$ cat src/hdl/tlssh_pkg.sv
// Shared types and constants for the TLS ServerHello parser.
// No dependencies; imported by tls_server_hello_parser_top.

package tlssh_pkg;

   localparam int RANDOM_BYTES   = 32;
   localparam int MAX_SESSION_ID = 32;

   localparam int RND_IDX_W = $clog2(RANDOM_BYTES);
   localparam int POS_W     = 16;
   localparam int SID_W     = 6;

   localparam logic [SID_W-1:0] SID_LEN_SAT = {SID_W{1'b1}};

   localparam logic [15:0] VERSION_TLS12 = 16'h0303;
   localparam logic [15:0] VERSION_SSL3  = 16'h0300;

   typedef logic [1:0] status_type;
   localparam status_type STATUS_OK        = 2'd0;
   localparam status_type STATUS_TRUNCATED = 2'd1;
   localparam status_type STATUS_SID_LONG  = 2'd2;
   localparam status_type STATUS_EXT_LEN   = 2'd3;

   typedef enum logic [11:0] {
      PH_VER_HI    = 12'b0000_0000_0001,
      PH_VER_LO    = 12'b0000_0000_0010,
      PH_RANDOM    = 12'b0000_0000_0100,
      PH_SID_LEN   = 12'b0000_0000_1000,
      PH_SID       = 12'b0000_0001_0000,
      PH_SUITE_HI  = 12'b0000_0010_0000,
      PH_SUITE_LO  = 12'b0000_0100_0000,
      PH_COMP      = 12'b0000_1000_0000,
      PH_EXTLEN_HI = 12'b0001_0000_0000,
      PH_EXTLEN_LO = 12'b0010_0000_0000,
      PH_EXT       = 12'b0100_0000_0000,
      PH_DRAIN     = 12'b1000_0000_0000
   } phase_type;

   // HelloRetryRequest marker: SHA-256 of "HelloRetryRequest"
   localparam logic [7:0] RETRY_MARKER [RANDOM_BYTES] = '{
      8'hCF, 8'h21, 8'hAD, 8'h74, 8'hE5, 8'h9A, 8'h61, 8'h11,
      8'hBE, 8'h1D, 8'h8C, 8'h02, 8'h1E, 8'h65, 8'hB8, 8'h91,
      8'hC2, 8'hA2, 8'h11, 8'h16, 8'h7A, 8'hBB, 8'h8C, 8'h5E,
      8'h07, 8'h9E, 8'h09, 8'hE2, 8'hC8, 8'hA8, 8'h33, 8'h9C
   };

endpackage

$ cat src/hdl/tls_server_hello_parser_top.sv
// TLS ServerHello body parser: byte-wide input, one result beat per message.
// Depends on tlssh_pkg.
//
// Usage:
//   req_ carries the message body one byte per beat; req_last_byte marks the
//   final byte. A beat is taken when req_valid is high and req_stall low.
//   rsp_ carries one result beat per message, issued for the last byte only:
//   status, version, retry flag, session id length, cipher suite, compression
//   and extensions length. A beat leaves when rsp_valid is high and rsp_stall
//   low.
//   The last byte taken is held in the input register and is parsed into the
//   result register as soon as the result register is free.
//   Throughput: one byte per cycle while req_stall is low, set by the single
//   parse step between the input register and the result register.
//   When the receiver stalls, the held result stays put; non-final bytes keep
//   flowing, and a final byte waits in the input register until the result
//   register frees, which back-pressures req_stall.
//   Reset (synchronous, active high) empties both registers and returns the
//   parser to the start of a message.

module tls_server_hello_parser_top
   import tlssh_pkg::*;
(
   input  logic        clock,
   input  logic        reset,
   input  logic        req_valid,
   output logic        req_stall,
   input  logic [7:0]  req_data_byte,
   input  logic        req_last_byte,
   output logic        rsp_valid,
   input  logic        rsp_stall,
   output logic [1:0]  rsp_status,
   output logic [15:0] rsp_protocol_version,
   output logic        rsp_is_hello_retry,
   output logic [5:0]  rsp_session_id_length,
   output logic [15:0] rsp_cipher_suite,
   output logic [7:0]  rsp_compression_method,
   output logic [15:0] rsp_extensions_length,
   output logic        rsp_has_extensions
);

   // input register
   logic        in_valid_ff;
   logic [7:0]  in_data_ff;
   logic        in_last_ff;

   // parser state
   phase_type          phase_ff, phase_in;
   logic [POS_W-1:0]   position_ff, position_in;
   logic [15:0]        version_ff, version_in;
   logic               match_ff, match_in;
   logic [SID_W-1:0]   session_len_ff, session_len_in;
   logic [15:0]        suite_ff, suite_in;
   logic [7:0]         comp_ff, comp_in;
   logic [15:0]        ext_len_ff, ext_len_in;
   status_type         error_ff, error_in;

   // result register
   logic               rsp_valid_ff;
   status_type         status_ff, status_in;
   logic [15:0]        res_version_ff;
   logic               retry_ff, retry_in;
   logic [SID_W-1:0]   res_sid_len_ff;
   logic [15:0]        res_suite_ff;
   logic [7:0]         res_comp_ff;
   logic [15:0]        res_ext_len_ff;
   logic               has_ext_ff, has_ext_in;

   logic               out_free;
   logic               proc;
   logic               finish;
   logic               random_done;
   logic [POS_W-1:0]   pos_inc;

   assign out_free  = !rsp_valid_ff || !rsp_stall;
   // a final byte needs room in the result register; others always proceed
   assign proc      = in_valid_ff && (!in_last_ff || out_free);
   assign finish    = proc && in_last_ff;
   assign req_stall = in_valid_ff && !proc;
   assign pos_inc   = position_ff + POS_W'(1);

   always_comb begin
      phase_in       = phase_ff;
      position_in    = position_ff;
      version_in     = version_ff;
      match_in       = match_ff;
      session_len_in = session_len_ff;
      suite_in       = suite_ff;
      comp_in        = comp_ff;
      ext_len_in     = ext_len_ff;
      error_in       = error_ff;
      case (phase_ff)
         PH_VER_HI: begin
            version_in = {in_data_ff, 8'h00};
            phase_in   = PH_VER_LO;
         end
         PH_VER_LO: begin
            version_in  = {version_ff[15:8], in_data_ff};
            position_in = '0;
            phase_in    = PH_RANDOM;
         end
         PH_RANDOM: begin
            if (in_data_ff != RETRY_MARKER[position_ff[RND_IDX_W-1:0]])
               match_in = 1'b0;
            position_in = pos_inc;
            if (pos_inc >= POS_W'(RANDOM_BYTES)) begin
               position_in = '0;
               phase_in    = PH_SID_LEN;
            end
         end
         PH_SID_LEN: begin
            session_len_in = (in_data_ff > 8'(SID_LEN_SAT)) ? SID_LEN_SAT
                                                            : in_data_ff[SID_W-1:0];
            if (in_data_ff > 8'(MAX_SESSION_ID)) begin
               if (error_ff == STATUS_OK)
                  error_in = STATUS_SID_LONG;
               phase_in = PH_DRAIN;
            end else begin
               position_in = '0;
               phase_in    = (in_data_ff == 8'h00) ? PH_SUITE_HI : PH_SID;
            end
         end
         PH_SID: begin
            position_in = pos_inc;
            if (pos_inc >= POS_W'(session_len_ff))
               phase_in = PH_SUITE_HI;
         end
         PH_SUITE_HI: begin
            suite_in = {in_data_ff, 8'h00};
            phase_in = PH_SUITE_LO;
         end
         PH_SUITE_LO: begin
            suite_in = {suite_ff[15:8], in_data_ff};
            phase_in = PH_COMP;
         end
         PH_COMP: begin
            comp_in  = in_data_ff;
            phase_in = PH_EXTLEN_HI;
         end
         PH_EXTLEN_HI: begin
            ext_len_in = {in_data_ff, 8'h00};
            phase_in   = PH_EXTLEN_LO;
         end
         PH_EXTLEN_LO: begin
            ext_len_in  = {ext_len_ff[15:8], in_data_ff};
            position_in = '0;
            phase_in    = PH_EXT;
         end
         PH_EXT: begin
            if (position_ff >= ext_len_ff) begin
               if (error_ff == STATUS_OK)
                  error_in = STATUS_EXT_LEN;
            end else begin
               position_in = pos_inc;
            end
         end
         PH_DRAIN: begin
            phase_in = PH_DRAIN;
         end
         default: begin
            phase_in = phase_ff;
         end
      endcase
   end

   // result taken from the state after this byte
   always_comb begin
      if (error_in != STATUS_OK)
         status_in = error_in;
      else if (phase_in == PH_EXT)
         status_in = (position_in == ext_len_in) ? STATUS_OK : STATUS_EXT_LEN;
      else if (phase_in == PH_EXTLEN_HI && version_in == VERSION_SSL3)
         status_in = STATUS_OK;
      else
         status_in = STATUS_TRUNCATED;
      random_done = !(phase_in == PH_VER_HI || phase_in == PH_VER_LO ||
                      phase_in == PH_RANDOM);
      retry_in    = (version_in == VERSION_TLS12) && random_done && match_in;
      has_ext_in  = (phase_in == PH_EXT);
   end

   always_ff @(posedge clock) begin
      if (reset) begin
         in_valid_ff <= 1'b0;
      end else if (!req_stall) begin
         in_valid_ff <= req_valid;
      end
   end

   always_ff @(posedge clock) begin
      if (req_valid && !req_stall) begin
         in_data_ff <= req_data_byte;
         in_last_ff <= req_last_byte;
      end
   end

   always_ff @(posedge clock) begin
      if (reset || finish) begin
         phase_ff       <= PH_VER_HI;
         position_ff    <= '0;
         version_ff     <= '0;
         match_ff       <= 1'b1;
         session_len_ff <= '0;
         suite_ff       <= '0;
         comp_ff        <= '0;
         ext_len_ff     <= '0;
         error_ff       <= STATUS_OK;
      end else if (proc) begin
         phase_ff       <= phase_in;
         position_ff    <= position_in;
         version_ff     <= version_in;
         match_ff       <= match_in;
         session_len_ff <= session_len_in;
         suite_ff       <= suite_in;
         comp_ff        <= comp_in;
         ext_len_ff     <= ext_len_in;
         error_ff       <= error_in;
      end
   end

   always_ff @(posedge clock) begin
      if (reset) begin
         rsp_valid_ff <= 1'b0;
      end else if (out_free) begin
         rsp_valid_ff <= finish;
      end
   end

   always_ff @(posedge clock) begin
      if (finish) begin
         status_ff      <= status_in;
         res_version_ff <= version_in;
         retry_ff       <= retry_in;
         res_sid_len_ff <= session_len_in;
         res_suite_ff   <= suite_in;
         res_comp_ff    <= comp_in;
         res_ext_len_ff <= ext_len_in;
         has_ext_ff     <= has_ext_in;
      end
   end

   assign rsp_valid              = rsp_valid_ff;
   assign rsp_status             = status_ff;
   assign rsp_protocol_version   = res_version_ff;
   assign rsp_is_hello_retry     = retry_ff;
   assign rsp_session_id_length  = res_sid_len_ff;
   assign rsp_cipher_suite       = res_suite_ff;
   assign rsp_compression_method = res_comp_ff;
   assign rsp_extensions_length  = res_ext_len_ff;
   assign rsp_has_extensions     = has_ext_ff;

   // a new result beat only follows a final byte being parsed
   a_rsp_from_last: assert property (@(posedge clock) disable iff (reset)
      $rose(rsp_valid_ff) |-> $past(in_valid_ff && in_last_ff))
      else $error("result beat without a final byte");

   // parser is back at the start of a message after a final byte
   a_restart: assert property (@(posedge clock) disable iff (reset)
      finish |=> (phase_ff == PH_VER_HI && error_ff == STATUS_OK && match_ff))
      else $error("parser not restarted after final byte");

   // error code is sticky until the message ends
   a_error_sticky: assert property (@(posedge clock) disable iff (reset)
      (error_ff != STATUS_OK && !finish) |=> (error_ff == $past(error_ff)))
      else $error("error code changed mid-message");

   // session id counter never runs past the declared length
   a_sid_bound: assert property (@(posedge clock) disable iff (reset)
      (phase_ff == PH_SID) |-> (position_ff < POS_W'(session_len_ff)))
      else $error("session id position out of range");

endmodule

$ cat config.mk
export PLATFORM = sky130hd
export DESIGN_NAME = tls_server_hello_parser_top
export DESIGN_NICKNAME = d
export VERILOG_FILES = /design/src/hdl/tlssh_pkg.sv /design/src/hdl/tls_server_hello_parser_top.sv
export SDC_FILE = /design/constraint.sdc
export NUM_CORES = 1
export LEC_CHECK = 0
export BUFFER_PORTS_ARGS = -buffer_cell sky130_fd_sc_hd__buf_4
export CORE_MARGIN = 1.5
export CORE_UTILIZATION = 40
export DETAILED_ROUTE_END_ITERATION = 16
export MAX_ROUTING_LAYER = met4
export PLACE_DENSITY_LB_ADDON = 0.1
export SYNTH_ARGS = -nofsm -noshare
export SYNTH_HDL_FRONTEND = slang
export SYNTH_SLANG_ARGS = --single-unit
$ cat constraint.sdc
create_clock -name clock -period 9.9 [get_ports clock]
set_clock_uncertainty 0.15 [all_clocks]
set_input_delay 1.98 -clock clock [delete_from_list [all_inputs] [get_ports clock]]
set_output_delay 1.98 -clock clock [all_outputs]
set_load 0.1 [all_outputs]
==> impl_results.md <==
- Final Util: 0.4662
- Placer Congestion: 0.9027
- Cells after Synth: 1,084
- Distinct cells, synth: 77
- # rows: 56
- Root buf cell: clkbuf_16
- Ports: 81
- Commonest non-fill, non-tap cells in the layout: nor2_1, nand2_1, dfxtp_1, buf_4, a21oi_1
- Startpoint Class: flip-flop
- Commonest non-fill, non-tap cell in the layout: nor2_1
- Post-route ant nets: 0
- Final Routed Wirelength: 28,460 µm
- Clk sinks: 170
- Drt pass-1 iters: 7
- Total Die Area: 24,730 µm²
- Vias per cell: 5.668
- CP Class: reg2reg
- Setup Viol. Count Final: 0
- Max Slew Vio Count: 0
- Arrival @ worst endpoint: 5.23 ns
- F_max: 0.1924 GHz
- Fin crit share: 0.5249
- Total CTS buffers: 17
- Wire per inst: 19.66 µm
- Final nets: 1,158
- Critical Path Start: position_ff[3]
- Filler cell count: 2,313
- Synth Register Bits: 170
- Initial antenna violation count: 0
- Hold-fix buffers, CTS: 0
- Net switching power of the design: 512.1 µW
- P_int: 1161 µW
- Switching Share: 0.3061
- Post-CTS Setup Bufs: 0
- N_diodes: 0
- Largest net degree at the start of global routing: 94
- CP Buf/Inv Count: 0
- Max VDD drop: 88.20 µV
- Most frequent CP cell: nand4_1
- H-tree Lvls: 4
- Starting DRT DRC Count: 603
- CTS tree: done
- CTS clk-pin slew, worst paths: 0.08 ns
- RSZ-0062 raised after global routing: no
- Sequential fraction of the synthesis area: 0.4364
- CP max stage cell: dfxtp_1
- Crit-path max cell delay: 0.98 ns
- Power Density: 153.4 nW/µm²
- Max_cap viols: 0
- First-pass GRT wire length: 44,340 µm
- Port bufs: 80
- Reg2Reg Depth: 11
- Synth Flop Type: dfxtp_1
- Leakage power total: 0.004155 µW
- Worst r2r dst: rsp_status[1]
- Mapped cell area: 9518 µm²
- WP depth: 11
- Cts repair resizes: 0
- Worst-Margin Slew: 1.103 ns
- Status: finished clean
- EDFF count, synth: 75
- Initial Util: 0.4067
- Via count: 8,207
- Critical-path maximum fanout: 32
- Drt drc: 0
- Clock Latency Late Sink: 0.44 ns
- Setup TNS Final: 0 ns
- Worst hold slack: 0.3064 ns
- WP data required: 9.93 ns
- Die Span Y: 157.3 µm
- Seq pwr share: 0.461
- Total Routing Usage GR: 0.2426
- Layout cells sized above 1: 0.1568
- Vias in the first global route: 7,603
- Ys async rst share: 0
- Clk buf depth: 2
- Synthesized net count: 1,126
- Worst reg2reg startpoint: position_ff[3]
- Yosys warning total: 0
- Grt ovf: 0
- CP cell instances: nand4_1, nor3_1, xnor2_1, nand4_1, o311ai_4, a21boi_1, a211oi_1, a311o_1, or4_1, nor2_2, o21ai_1
- Largest delay contributor family on the critical path: simple AND/OR/NAND/NOR gates
- Crit. End Element: flip-flop
- R2R setup slack: 4.70 ns
- DP HPWL: 18,960 µm
- Synth-to-layout area growth: 14.62%
- Clock share of power: 0.411
- Core ar.: 23,400 µm²
- Fin crit period: 5.197 ns
- Min-delay worst type: reg2reg
- Final hold vios: 0
- Combinational share of power: 0.128
- Post-Syn Area per Cell: 8.780 µm²
- End of the critical path: rsp_status[1]
- Width of the die: 157.3 µm
- Slew margin rel.: 0.2645
## power by group through the flow
stage	Combinational, µW	Clock (µW)	Sequential [µW]
after floorplan	108	0	837
after global placement	213	0	787
after detailed placement	214	0	788
after CTS	214	700	772
after global routing	230	726	775
final	214	687	772
## synthesized netlist by cell type, drive strengths merged, types with 27 or more instances
master | n | area share
a211oi | 43 | 0.034
o21ai | 47 | 0.025
nand2 | 117 | 0.046
nor3 | 40 | 0.022
a21oi | 76 | 0.040
inv | 53 | 0.021
nand3 | 27 | 0.014
ha | 29 | 0.038
edfxtp | 75 | 0.24
nor2 | 137 | 0.054
clkbuf | 56 | 0.022
dfxtp | 95 | 0.20
## worst register-to-register path: stages, from the launching register on
cell	delay (ns)
dfxtp_1	0.98
nand4_1	0.61
nor3_1	0.70
xnor2_1	0.19
nand4_1	0.29
o311ai_4	0.71
a21boi_1	0.25
a211oi_1	0.07
a311o_1	0.33
or4_1	0.42
nor2_2	0.15
o21ai_1	0.09
## how the worst min path moves through the flow
stage,depth (start not counted),end,from
6_report,2,session_len_ff[3],session_len_ff[3]
3_5_place_dp,2,session_len_ff[3],session_len_ff[3]
3_3_place_gp,2,suite_ff[5],suite_ff[5]
4_1_cts,2,session_len_ff[3],session_len_ff[3]
2_1_floorplan,2,match_ff,match_ff
5_1_grt,2,session_len_ff[1],session_len_ff[1]
## kinds of logic (layout without fill, tap and decap cells)
logic type / count (synthesis) / after routing / share of synthesized area
AND/OR/NAND/NOR: 431 / 431 / 0.2255
AO/OA/AOI/OAI: 256 / 256 / 0.1765
flip-flops: 170 / 170 / 0.4364
buffers and inverters: 135 / 180 / 0.05771
multiplexers: 37 / 37 / 0.04180
adder cells (fa/ha/maj): 29 / 29 / 0.03812
XOR/XNOR: 26 / 26 / 0.02393
## state kept, by name, summed over array words and instances, names as in the netlist, 8 cells and up
signal,cells
comp_ff,8
ext_len_ff,16
in_data_ff,8
phase_ff,12
position_ff,16
rsp_cipher_suite,16
rsp_compression_method,8
rsp_extensions_length,16
rsp_protocol_version,16
suite_ff,16
version_ff,16
## area by class of cell
class,count,area [µm²],share of cell area
clock inverters,15,188.9,0.01732
clock buffers,17,425.4,0.03900
well taps,319,399.1,0.03659
inverters,53,198.9,0.01824
flip-flops and latches,170,4154,0.3808
repair buffers,95,713.2,0.06537
multi-input cells,779,4830,0.4427
## through the flow
step	cells	area, µm²	worst slack, ns	power, µW
6_report	1448	10910	4.703	1673
5_1_grt	1448	10910	4.328	1731
4_1_cts	1448	10910	4.712	1686
3_5_place_dp	1416	10290	4.721	1002
3_3_place_gp	1416	10290	4.834	1001
2_1_floorplan	1084	9518	4.969	945.4
## per-layer routing
metal,part of all wire,routed length (µm),vias up,GRT usage
li1,-,-,3976,-
met1,0.47,13270,3971,0.3302
met2,0.47,13300,223,0.3789
met3,0.047,1350,37,0.02726
met4,0.019,541,0,0.07412
met5,0,0,-,-
No activity file was read; power rests on OpenSTA's default activity.
